==> src/rtl/core/dsc_pkg.sv <==
`default_nettype none

package dsc_pkg;

    localparam int SQUARE_SIDE = 5;

    // letter coding: 0 = a .. 25 = z
    localparam int LETTER_W = 5;
    localparam int LETTERS  = 26;
    localparam logic [LETTER_W-1:0] LETTER_I = 5'd8;
    localparam logic [LETTER_W-1:0] LETTER_J = 5'd9;
    localparam logic [LETTER_W-1:0] LETTER_Z = 5'd25;

    localparam int OPCODE_W = 3;
    localparam logic [OPCODE_W-1:0] OP_CLEAR   = 3'd0;
    localparam logic [OPCODE_W-1:0] OP_KEY     = 3'd1;
    localparam logic [OPCODE_W-1:0] OP_FINISH  = 3'd2;
    localparam logic [OPCODE_W-1:0] OP_ENCRYPT = 3'd3;
    localparam logic [OPCODE_W-1:0] OP_DECRYPT = 3'd4;

    localparam int STATUS_W = 2;
    localparam logic [STATUS_W-1:0] STAT_OK         = 2'd0;
    localparam logic [STATUS_W-1:0] STAT_INCOMPLETE = 2'd1;
    localparam logic [STATUS_W-1:0] STAT_SAME       = 2'd2;

    // pair letters: saturate out-of-range codes to z, then fold j onto i
    function automatic logic [LETTER_W-1:0] fold_letter(input logic [LETTER_W-1:0] x);
        logic [LETTER_W-1:0] y;
        y = (x > LETTER_Z) ? LETTER_Z : x;
        if (y == LETTER_J)
        begin
            y = LETTER_I;
        end
        return y;
    endfunction

endpackage

`default_nettype wire

==> src/rtl/core/digraph_square_cipher.sv <==
`default_nettype none

// Channel   Handshake              Fields
// command   cmd_valid / cmd_stall  opcode, first_letter, second_letter, last_pair
// response  rsp_valid / rsp_stall  out_first, out_second, status, last_out
//
// One item at a time; cmd_stall is high while an item is being worked on.
// Clear, key letter and unused opcodes go from idle to done. A cipher pair passes
// S_POS and S_CELL, set by the two dependent reads (position memory, then square
// memory), unless it ends in an incomplete-square or identical-letters status.
// Finish: a to z, one candidate letter per cycle through the single write port.
// The response register lets the next item be taken while a result waits on rsp_stall.
// Reset (rst_n, async) empties the square; memory contents need no clearing pass.
module digraph_square_cipher #(
    parameter int SQUARE_SIDE = dsc_pkg::SQUARE_SIDE
) (
    input  wire logic                          clk,
    input  wire logic                          rst_n,
    input  wire logic                          cmd_valid,
    output logic                               cmd_stall,
    input  wire logic [dsc_pkg::OPCODE_W-1:0]  opcode,
    input  wire logic [dsc_pkg::LETTER_W-1:0]  first_letter,
    input  wire logic [dsc_pkg::LETTER_W-1:0]  second_letter,
    input  wire logic                          last_pair,
    output logic                               rsp_valid,
    input  wire logic                          rsp_stall,
    output logic      [dsc_pkg::LETTER_W-1:0]  out_first,
    output logic      [dsc_pkg::LETTER_W-1:0]  out_second,
    output logic      [dsc_pkg::STATUS_W-1:0]  status,
    output logic                               last_out
);

    localparam int CELLS   = SQUARE_SIDE * SQUARE_SIDE;
    localparam int IDX_W   = $clog2(CELLS);
    localparam int FILL_W  = $clog2(CELLS + 1);
    localparam int RC_W    = $clog2(SQUARE_SIDE);
    localparam int LTR_W   = dsc_pkg::LETTER_W;
    localparam int LETTERS = dsc_pkg::LETTERS;

    localparam logic [FILL_W-1:0] FILL_FULL = FILL_W'(CELLS);
    localparam logic [IDX_W-1:0]  SIDE_IDX  = IDX_W'(SQUARE_SIDE);
    localparam logic [RC_W:0]     SIDE_RC   = (RC_W + 1)'(SQUARE_SIDE);
    localparam logic [RC_W:0]     STEP_FWD  = (RC_W + 1)'(1);
    localparam logic [RC_W:0]     STEP_BACK = (RC_W + 1)'(SQUARE_SIDE - 1);

    // sequencer states
    localparam logic [2:0] S_IDLE = 3'd0;
    localparam logic [2:0] S_FILL = 3'd1;
    localparam logic [2:0] S_POS  = 3'd2;
    localparam logic [2:0] S_CELL = 3'd3;
    localparam logic [2:0] S_DONE = 3'd4;

    // row of a cell index, by compare against each row start
    function automatic logic [RC_W-1:0] cell_row(input logic [IDX_W-1:0] p);
        logic [RC_W-1:0] r;
        r = '0;
        for (int i = 1; i < SQUARE_SIDE; i++)
        begin
            if (p >= IDX_W'(i * SQUARE_SIDE))
            begin
                r = RC_W'(i);
            end
        end
        return r;
    endfunction

    function automatic logic [RC_W-1:0] cell_col(input logic [IDX_W-1:0] p,
                                                 input logic [RC_W-1:0]  r);
        logic [IDX_W-1:0] c;
        c = p - IDX_W'(r) * SIDE_IDX;
        return c[RC_W-1:0];
    endfunction

    // shift one place along a row or column, with wrap
    function automatic logic [RC_W-1:0] wrap_step(input logic [RC_W-1:0] c,
                                                  input logic [RC_W:0]   step);
        logic [RC_W:0] s;
        s = {1'b0, c} + step;
        if (s >= SIDE_RC)
        begin
            s = s - SIDE_RC;
        end
        return s[RC_W-1:0];
    endfunction

    function automatic logic [IDX_W-1:0] cell_idx(input logic [RC_W-1:0] r,
                                                  input logic [RC_W-1:0] c);
        return IDX_W'(r) * SIDE_IDX + IDX_W'(c);
    endfunction

    logic [2:0]         state_reg, state_next;
    logic [FILL_W-1:0]  fill_reg, fill_next;
    logic [LETTERS-1:0] present_reg, present_next;
    logic [LTR_W-1:0]   fin_ltr_reg, fin_ltr_next;
    logic               decrypt_reg, decrypt_next;
    logic               last_reg, last_next;

    logic [LTR_W-1:0]             res_first_reg, res_first_next;
    logic [LTR_W-1:0]             res_second_reg, res_second_next;
    logic [dsc_pkg::STATUS_W-1:0] res_status_reg, res_status_next;

    logic                         rsp_valid_reg, rsp_valid_next;
    logic [LTR_W-1:0]             rsp_first_reg, rsp_first_next;
    logic [LTR_W-1:0]             rsp_second_reg, rsp_second_next;
    logic [dsc_pkg::STATUS_W-1:0] rsp_status_reg, rsp_status_next;
    logic                         rsp_last_reg, rsp_last_next;

    logic             accept;
    logic             rsp_free;
    logic             place_en;
    logic [LTR_W-1:0] place_ltr;
    logic [LTR_W-1:0] key_ltr;
    logic [LTR_W-1:0] pair_a;
    logic [LTR_W-1:0] pair_b;

    logic [IDX_W-1:0] pos_a;
    logic [IDX_W-1:0] pos_b;
    logic [LTR_W-1:0] cell_a;
    logic [LTR_W-1:0] cell_b;

    logic [RC_W-1:0]  row1, col1, row2, col2;
    logic [RC_W-1:0]  row1_n, col1_n, row2_n, col2_n;
    logic [RC_W:0]    step;
    logic [IDX_W-1:0] idx1, idx2;

    assign cmd_stall  = (state_reg != S_IDLE);
    assign accept     = cmd_valid && !cmd_stall;
    assign rsp_free   = !rsp_valid_reg || !rsp_stall;

    assign rsp_valid  = rsp_valid_reg;
    assign out_first  = rsp_first_reg;
    assign out_second = rsp_second_reg;
    assign status     = rsp_status_reg;
    assign last_out   = rsp_last_reg;

    assign key_ltr = (first_letter == dsc_pkg::LETTER_J) ? dsc_pkg::LETTER_I : first_letter;
    assign pair_a  = dsc_pkg::fold_letter(first_letter);
    assign pair_b  = dsc_pkg::fold_letter(second_letter);

    // Placement: key letter on accept, or the finish sweep letter. Both write
    // the square at the fill index and the position table at the letter.
    always_comb
    begin
        place_ltr = key_ltr;
        place_en  = 1'b0;
        if (state_reg == S_FILL)
        begin
            place_ltr = fin_ltr_reg;
            place_en  = (fin_ltr_reg != dsc_pkg::LETTER_J);
        end
        else if (accept && opcode == dsc_pkg::OP_KEY)
        begin
            place_en = (first_letter < LTR_W'(LETTERS));
        end
        place_en = place_en && (fill_reg != FILL_FULL) && !present_reg[place_ltr];
    end

    // square lookup: rows and columns of the two positions read last cycle
    always_comb
    begin
        row1 = cell_row(pos_a);
        col1 = cell_col(pos_a, row1);
        row2 = cell_row(pos_b);
        col2 = cell_col(pos_b, row2);
        step = decrypt_reg ? STEP_BACK : STEP_FWD;
        row1_n = row1;
        col1_n = col1;
        row2_n = row2;
        col2_n = col2;
        if (row1 == row2)
        begin
            col1_n = wrap_step(col1, step);
            col2_n = wrap_step(col2, step);
        end
        else if (col1 == col2)
        begin
            row1_n = wrap_step(row1, step);
            row2_n = wrap_step(row2, step);
        end
        else
        begin
            col1_n = col2;
            col2_n = col1;
        end
        idx1 = cell_idx(row1_n, col1_n);
        idx2 = cell_idx(row2_n, col2_n);
    end

    // Each item finishes its writes before the next is taken, and a cipher
    // only reads on a full square, so reads never meet a pending write.
    dsc_ram #(
        .WIDTH (IDX_W),
        .DEPTH (LETTERS)
    ) u_pos_ram (
        .clk     (clk),
        .we      (place_en),
        .waddr   (place_ltr),
        .wdata   (fill_reg[IDX_W-1:0]),
        .raddr_a (pair_a),
        .raddr_b (pair_b),
        .rdata_a (pos_a),
        .rdata_b (pos_b)
    );

    dsc_ram #(
        .WIDTH (LTR_W),
        .DEPTH (CELLS)
    ) u_cell_ram (
        .clk     (clk),
        .we      (place_en),
        .waddr   (fill_reg[IDX_W-1:0]),
        .wdata   (place_ltr),
        .raddr_a (idx1),
        .raddr_b (idx2),
        .rdata_a (cell_a),
        .rdata_b (cell_b)
    );

    always_comb
    begin
        state_next      = state_reg;
        fill_next       = fill_reg;
        present_next    = present_reg;
        fin_ltr_next    = fin_ltr_reg;
        decrypt_next    = decrypt_reg;
        last_next       = last_reg;
        res_first_next  = res_first_reg;
        res_second_next = res_second_reg;
        res_status_next = res_status_reg;
        rsp_valid_next  = rsp_valid_reg && rsp_stall;
        rsp_first_next  = rsp_first_reg;
        rsp_second_next = rsp_second_reg;
        rsp_status_next = rsp_status_reg;
        rsp_last_next   = rsp_last_reg;

        if (place_en)
        begin
            fill_next               = fill_reg + FILL_W'(1);
            present_next[place_ltr] = 1'b1;
        end

        unique case (state_reg)
            S_IDLE:
            begin
                if (accept)
                begin
                    last_next       = last_pair;
                    decrypt_next    = (opcode == dsc_pkg::OP_DECRYPT);
                    res_first_next  = '0;
                    res_second_next = '0;
                    res_status_next = dsc_pkg::STAT_OK;
                    state_next      = S_DONE;
                    priority if (opcode == dsc_pkg::OP_CLEAR)
                    begin
                        fill_next    = '0;
                        present_next = '0;
                    end
                    else if (opcode == dsc_pkg::OP_FINISH)
                    begin
                        fin_ltr_next = '0;
                        state_next   = S_FILL;
                    end
                    else if (opcode == dsc_pkg::OP_ENCRYPT || opcode == dsc_pkg::OP_DECRYPT)
                    begin
                        priority if (fill_reg != FILL_FULL)
                        begin
                            res_status_next = dsc_pkg::STAT_INCOMPLETE;
                        end
                        else if (pair_a == pair_b)
                        begin
                            res_status_next = dsc_pkg::STAT_SAME;
                        end
                        else
                        begin
                            state_next = S_POS;
                        end
                    end
                    else
                    begin
                        // key letter placed above; unused opcodes do nothing
                        state_next = S_DONE;
                    end
                end
            end
            S_FILL:
            begin
                fin_ltr_next = fin_ltr_reg + LTR_W'(1);
                if (fin_ltr_reg == dsc_pkg::LETTER_Z)
                begin
                    state_next = S_DONE;
                end
            end
            S_POS:
            begin
                state_next = S_CELL;
            end
            S_CELL:
            begin
                res_first_next  = cell_a;
                res_second_next = cell_b;
                state_next      = S_DONE;
            end
            S_DONE:
            begin
                if (rsp_free)
                begin
                    rsp_valid_next  = 1'b1;
                    rsp_first_next  = res_first_reg;
                    rsp_second_next = res_second_reg;
                    rsp_status_next = res_status_reg;
                    rsp_last_next   = last_reg;
                    state_next      = S_IDLE;
                end
            end
            default:
            begin
                state_next = S_IDLE;
            end
        endcase
    end

    always_ff @(posedge clk or negedge rst_n)
    begin
        if (!rst_n)
        begin
            state_reg     <= S_IDLE;
            fill_reg      <= '0;
            present_reg   <= '0;
            rsp_valid_reg <= 1'b0;
        end
        else
        begin
            state_reg     <= state_next;
            fill_reg      <= fill_next;
            present_reg   <= present_next;
            rsp_valid_reg <= rsp_valid_next;
        end
    end

    always_ff @(posedge clk)
    begin
        fin_ltr_reg    <= fin_ltr_next;
        decrypt_reg    <= decrypt_next;
        last_reg       <= last_next;
        res_first_reg  <= res_first_next;
        res_second_reg <= res_second_next;
        res_status_reg <= res_status_next;
        rsp_first_reg  <= rsp_first_next;
        rsp_second_reg <= rsp_second_next;
        rsp_status_reg <= rsp_status_next;
        rsp_last_reg   <= rsp_last_next;
    end

endmodule

`default_nettype wire

==> src/rtl/core/dsc_ram.sv <==
`default_nettype none

// one write port, two read ports, read data registered
module dsc_ram #(
    parameter int WIDTH = 5,
    parameter int DEPTH = 32
) (
    input  wire logic                     clk,
    input  wire logic                     we,
    input  wire logic [$clog2(DEPTH)-1:0] waddr,
    input  wire logic [WIDTH-1:0]         wdata,
    input  wire logic [$clog2(DEPTH)-1:0] raddr_a,
    input  wire logic [$clog2(DEPTH)-1:0] raddr_b,
    output logic      [WIDTH-1:0]         rdata_a,
    output logic      [WIDTH-1:0]         rdata_b
);

    logic [WIDTH-1:0] mem [DEPTH];

    always_ff @(posedge clk)
    begin
        if (we)
        begin
            mem[waddr] <= wdata;
        end
        rdata_a <= mem[raddr_a];
        rdata_b <= mem[raddr_b];
    end

endmodule

`default_nettype wire

==> config.mk <==
export PLATFORM = sky130hd
export DESIGN_NAME = digraph_square_cipher
export DESIGN_NICKNAME = d
export VERILOG_FILES = /design/src/rtl/core/dsc_pkg.sv /design/src/rtl/core/digraph_square_cipher.sv /design/src/rtl/core/dsc_ram.sv
export SDC_FILE = /design/constraint.sdc
export NUM_CORES = 1
export LEC_CHECK = 0
export BUFFER_PORTS_ARGS = -buffer_cell sky130_fd_sc_hd__buf_2
export CORE_MARGIN = 1
export CORE_UTILIZATION = 25
export CTS_BUF_LIST = sky130_fd_sc_hd__clkbuf_4 sky130_fd_sc_hd__clkbuf_8
export CTS_CLUSTER_SIZE = 10
export DETAILED_ROUTE_END_ITERATION = 12
export GPL_TIMING_DRIVEN = 0
export PLACE_DENSITY = 0.49
export SLEW_MARGIN = 20
export SYNTH_ARGS = -nofsm -noshare
export SYNTH_HDL_FRONTEND = slang
export SYNTH_SLANG_ARGS = --single-unit
==> constraint.sdc <==
create_clock -name clk -period 14.27 [get_ports clk]
set_clock_uncertainty 0.1 [all_clocks]
set_input_delay 2.1405 -clock clk [delete_from_list [all_inputs] [get_ports clk]]
set_output_delay 2.1405 -clock clk [all_outputs]
set_load 0.01 [all_outputs]
# Yosys cells after proc, flatten, opt, wreduce, memory -nomap -nowiden
# Memories as Yosys holds them, arrays and structs flattened. A register that Yosys moved wholly into a read port is not among the register bits.
# Index checks and enable logic that the tools add are counted.
word_totals:
  reg_bits: 67
  ram_bits: 255
  in_bits: 18
  out_inout_bits: 15
  wordCells: 163
  mem_count: 2
mem_list:
  columns: ["name", "depth", "word_bits", "rd", "rd_ports_with_merged_regs", "wr", "line_no", "source"]
  rows:
  - ["u_pos_ram.mem", 26, 5, 2, 2, 1, "dsc_ram.sv:18", "logic [WIDTH-1:0] mem [DEPTH];"]
  - ["u_cell_ram.mem", 25, 5, 2, 2, 1, "dsc_ram.sv:18", null]
op_classes:
  add_sub_neg: 14
  multipliers: 4
  magnitude_cmp: 17
  n_eq_ne: 22
  n_mux: 63
  n_bitwise: 2
  n_reduce_logical: 24
op_table:
  columns: ["op", "n"]
  rows:
  - ["two-way mux 26 bit", 4]
  - ["two-way mux 3 bit", 27]
  - ["two-way mux 5 bit", 14]
  - ["case mux 5 bit (2 select lines)", 3]
  - ["bitwise OR 26 bit", 1]
  - ["greater-or-equal comparator 5 x 4 -> 1 bit, second input constant", 4]
  - ["adder 3 x 3 -> 4 bit", 4]
  - ["greater-or-equal comparator 4 x 3 -> 1 bit, second input constant", 4]
  - ["== test 5 x 4 -> 1 bit, second input constant", 3]
  - ["case mux 3 bit (5 select lines)", 1]
  - ["== test 3 x 2 -> 1 bit, second input constant", 4]
  - ["subtractor 3 bit, second input constant", 4]
  - ["two-way mux 1 bit", 11]
  - ["adder 5 x 1 -> 5 bit, second input constant", 2]
  - ["adder 5 x 3 -> 5 bit", 2]
  - ["greater-or-equal comparator 5 x 3 -> 1 bit, second input constant", 2]
  - ["greater-or-equal comparator 5 bit, second input constant", 2]
  - ["> comparator 5 bit, second input constant", 2]
  - ["multiplier 3 x 3 -> 5 bit, second input constant", 2]
  - ["inequality test 2 bit, second input constant", 4]
  - ["== test 3 x 1 -> 1 bit, second input constant", 2]
  - ["== test 3 bit", 2]
  - ["== test 3 bit, second input constant", 2]
  - ["logical AND 1 bit", 6]
  - ["24 further kinds", 34]

# Depth between registers and ports, before layout
logic_depth:
  depth_word: 12
  mapped_depth: 24
  ltp_nobuf: 23

# Hierarchy
# Synthesis repeated with hierarchy kept, for this count alone.
unflattened:
  cells_unflattened: 1287
  hier_area_um2: 17699.5
by_module_without_submodules:
  columns: ["mod", "instances", "cells_each", "area_per_inst_um2"]
  rows:
  - ["dsc_ram at u_pos_ram", 1, 412, 6497.5]
  - ["dsc_ram at u_cell_ram", 1, 364, 6218.5]
  - ["digraph_square_cipher", 1, 511, 4983.5]

# Least setup slack after synthesis
# OpenSTA, ideal clock, no wires.
synth_timing:
  path_type: "flip-flop to flip-flop"
  startpoint: "register u_pos_ram.rdata_a[1], read port of u_pos_ram.mem"
  endpoint: "register u_cell_ram.rdata_a[0], read port of u_cell_ram.mem"
  setup_ps: 121
  arrival_time_ps: 5882
  setup_slack_ps: 8167
  stages_incl_launch_ff: 22
  n_path_buf: 2
  period_less_slack_ps: 6103
  cell_sequence: "dfxtp_1 inv_1 maj3_2 o31ai_4 ha_1 inv_1 fa_1 or3b_2 o311a_1 o311a_1 ha_1 xnor2_1 o21ai_0 xnor2_1 o21ai_0 ha_1 buf_1 buf_1 mux4_2 mux2i_1 o21ai_0 mux2_2"
synth_via:
  elab_chain_cells: 12
  word_cells_on_any_way: 26
  cone_classes: "6 x add/sub; 2 x mul; 6 x order compare; 2 x eq/ne; 10 x mux"
synth_rtl:
  columns: ["item", "line_no", "source"]
  rows:
  - ["start, declared", "dsc_ram.sv:14", "output logic [WIDTH-1:0] rdata_a,"]
  - ["greater-or-equal comparator 5 x 3 -> 1 bit", "digraph_square_cipher.sv:59", "if (p >= IDX_W'(i * SQUARE_SIDE))"]
  - ["two-way mux 1 bit", "digraph_square_cipher.sv:59", null]
  - ["two-way mux 3 bit (3 in a row)", "digraph_square_cipher.sv:59", null]
  - ["multiplier 3 x 3 -> 3 bit or adder 3 x 3 -> 4 bit (tied branches)", "digraph_square_cipher.sv:70, digraph_square_cipher.sv:78", null]
  - ["subtractor 3 bit (tied with other cells)", "digraph_square_cipher.sv:70", "c = p - IDX_W'(r) * SIDE_IDX;"]
  - ["== test 3 bit (tied with other cells)", "digraph_square_cipher.sv:175", "else if (col1 == col2)"]
  - ["two-way mux 3 bit (tied with other cells)", "digraph_square_cipher.sv:175", null]
  - ["two-way mux 3 bit (on tied branches)", "digraph_square_cipher.sv:170, digraph_square_cipher.sv:79", null]
  - ["multiplier 3 x 3 -> 5 bit or two-way mux 3 bit (tied branches)", "digraph_square_cipher.sv:88, digraph_square_cipher.sv:170", null]
  - ["adder 5 x 3 -> 5 bit *", "digraph_square_cipher.sv:88", "return IDX_W'(r) * SIDE_IDX + IDX_W'(c);"]
  - ["end, declared", "dsc_ram.sv:14", null]
# Mark *: on every way between the ends. The rest lies on a longest branch, timed or not.
# A chain may end at the register's enable or synchronous reset.

# Worst setup path after layout
layout_timing:
  startpoint: "register u_pos_ram.rdata_a[1], read port of u_pos_ram.mem"
  endpoint: "register u_cell_ram.rdata_a[4], read port of u_cell_ram.mem"
# The elaborated chain is that of the path after synthesis.

==> impl_metrics.ini <==
[job]
maxCapViolCount = 0

[cts]
htreeDepth = 2
cts_buffers = 57
clk_latency_ns = 0.66
postCtsSetupBuffers = 0
hold_buffers = 0
cts.sinks = 342
ctsResizeCount = 0
clk_pin_slew_ns = 0.07
cts_tree = done
cts_max_path_buffers = 3
cts-root-buf = clkbuf_8

[timing]
setup_viol = 0
maxSlewHeadroom_pct = 26.6
drv_slew = 0
fmax_ghz = 0.136
finalHoldViolations = 0
tns_ns = 0
period_minus_slack_ns = 7.34
rsz0062_at_grt = no
post-route-period-util_pct = 51.5
worstMarginPinSlew_ns = 1.10

[route]
wirelength_microns = 46900
ant_nets = 0
drt_iter0_markers = 993
post_drt_wl_per_cell_microns = 20.6
drc = 0
via_per_inst = 4.81
vias = 10939
dr.pass1.iters = 5

[global_route]
grtUsageTotal_pct = 13.4
antenna_found_initial = 3
grt_pass1_wl_microns = 71000
grt_max_degree = 36
overflow = 0
grt_pass1_vias = 11329

[final_layout]
largest_register_ffs = 130
final_cell_area_sq_mm = 0.0200
areaGrowthSynthToFinish_pct = 15.0
drive_gt1_share_pct = 24.1
fillers = 6875
nNetsFinal = 1357
stdcell_count = 2273
utilization_pct = 29.1

[floorplan]
num_io_pins = 33
core_area_sq_mm = 0.0686
fp-row-count = 96
fp.dieW_microns = 265
dieArea_sq_mm = 0.0705
die_h_microns = 265
initial_core_util_pct = 25.3

[critical_path]
critPathArrivalTime_ns = 7.77
path_class = reg -> reg
cp-start-kind = flip-flop
critPathMaxFanout = 10
reg2reg_depth = 21
required_ns = 14.69
crit_path_end_kind = flip-flop

[pwr]
finalPower_w = 0.00536
vdd_ir_drop_max_mv = 0.256
p_leak_nw = 6.81
powerDensity_mw_per_mm2 = 268

[placed_design]
dpl.hpwl_microns = 33400
globalplace.congestion = 0.840
place_inst = 2163
place_area_sq_mm = 0.0187
portBuffers = 29

[min_path]
min_path_type = reg -> reg
worstHoldPathCells = 0

[status]
status = completed

[synthesis]
synth_top_area_cell = edfxtp_1
synthCells = 1200
yosysWarnings = 0
ys.flop_type = edfxtp_1
synth_area_per_cell_sq_um = 14.5
synthArstFlopShare_pct = 10.2
synth_top_cell_area_share_pct = 49.7
synth_nets = 1266
synth_edf_count = 287
ys_seq_area_share_pct = 57.0
ys_seq_elements = 342
yosysUniqueCellTypes = 74
synthTopCellsByArea = edfxtp_1 (50%), mux4_2 (15%), dfrtp_1 (5.0%)
syn_area_sq_mm = 0.0174
routing by layer:
layer  vias to the layer above  GRT usage (%)  routed length (microns)
met5                         -              0                        8
met2                       361           22.7                    23000
met3                        98           1.96                     2650
met1                      5577           17.3                    19900
met4                         2           4.83                     1290
li1                       4901              -                        -
Yosys cell counts (15+ instances only):
cell type / number
a211oi_1: 29
xnor2_1: 21
dfrtp_1: 35
a21oi_1: 37
inv_1: 39
mux4_2: 117
nor3_1: 16
ha_1: 44
clkbuf_1: 48
o22ai_1: 25
o21ai_0: 36
and2_1: 15
dfxtp_1: 20
nor2b_1: 17
edfxtp_1: 287
nand2_1: 83
mux2i_1: 38
nor2_1: 84
nand3_1: 21
mux2_2: 21
worst max-delay path: stages, from the launching register on:
cell and delay, ns:
dfxtp_1 0.46, inv_1 0.12, maj3_2 0.34, o31ai_4 0.32, ha_1 0.21, inv_1 0.05
fa_1 0.47, or3b_2 0.47, o311a_1 0.14, o311a_1 0.18, ha_1 0.33, xnor2_1 0.16
o21ai_0 0.40, xnor2_1 0.16, o21ai_0 0.10, ha_1 0.39, buf_1 0.77, buf_1 0.72
mux4_2 0.62, mux2i_1 0.17, o21ai_0 0.20, mux2_2 0.33
area by class of cell:
| class | count | area [sq um] | area share (%) |
|---|---|---|---|
| Buffer | 73 | 323 | 1.62 |
| Antenna cell | 2 | 5.00 | 0.0251 |
| Timing Repair Buffer | 32 | 181 | 0.909 |
| Tap cell | 931 | 1160 | 5.84 |
| Inverter | 40 | 150 | 0.752 |
| Clock inverter | 19 | 146 | 0.734 |
| Sequential cell | 342 | 9900 | 49.6 |
| Clock buffer | 89 | 1060 | 5.32 |
| Multi-Input combinational cell | 745 | 7030 | 35.2 |
through the flow:
stage	hold slack, ns	worst slack (ns)
after floorplan	0.300	8.17
after global routing	0.318	6.25
after detailed placement	0.305	6.84
final	0.318	6.93
after global placement	0.308	6.93
after CTS	0.307	6.80
cells in the final DEF, fill, tap and decap left out, types with 10 or more instances in the layout:
cell type,instances
clkbuf_1,47
mux2i_1,38
nor2_1,84
o22ai_1,25
a211oi_1,29
buf_2,40
edfxtp_1,287
clkbuf_4,26
nand2_1,83
xnor2_1,21
dfxtp_1,20
inv_1,39
a21oi_1,35
mux2_2,21
ha_1,44
clkbuf_8,63
nor2b_1,17
nand3_1,21
mux4_2,117
a31oi_1,10
nor3_1,16
and2_1,15
o21ai_0,36
dfrtp_1,33
cells by family (layout without fill, tap and decap cells):
group	count (synthesis)	after routing	share of synthesized area (%)
xor gates and xnor gates	32	32	1.78
other	0	2	0
adders and majority gates	49	49	3.70
AOI/OAI and AO/OA	197	197	7.63
muxes	177	177	18.8
and+or+nand+nor	290	290	8.35
buffers and inverters	113	253	2.71
DFF	342	342	57.0
power breakdown:
group	internal (W)	switching, W	total [W]
sequential	0.00129	0.0000968	0.00139
combinational	0.00144	0.00162	0.00305
clock	0.000510	0.000405	0.000916
path summary, 6_finish.rpt:
| kind | from | to | slack, ns |
|---|---|---|---|
| worst max register to register | u_pos_ram.rdata_a[1]$_DFF_P_ | u_cell_ram.rdata_a[4]$_DFF_P_ | 6.93 |
| worst min register to register | res_status_reg[1]$_SDFFCE_PP0P_ | status[1]$_DFFE_PP_ | 0.32 |
| min in group asynchronous | rst_n | present_reg[5]$_DFF_PN0_ | 1.51 |
| worst min-delay path | res_status_reg[1]$_SDFFCE_PP0P_ | status[1]$_DFFE_PP_ | 0.32 |
| worst max-delay path | u_pos_ram.rdata_a[1]$_DFF_P_ | u_cell_ram.rdata_a[4]$_DFF_P_ | 6.93 |
| max in group asynchronous | rst_n | fill_reg[4]$_DFF_PN0_ | 11.92 |
(Power assumes the default switching activity.)
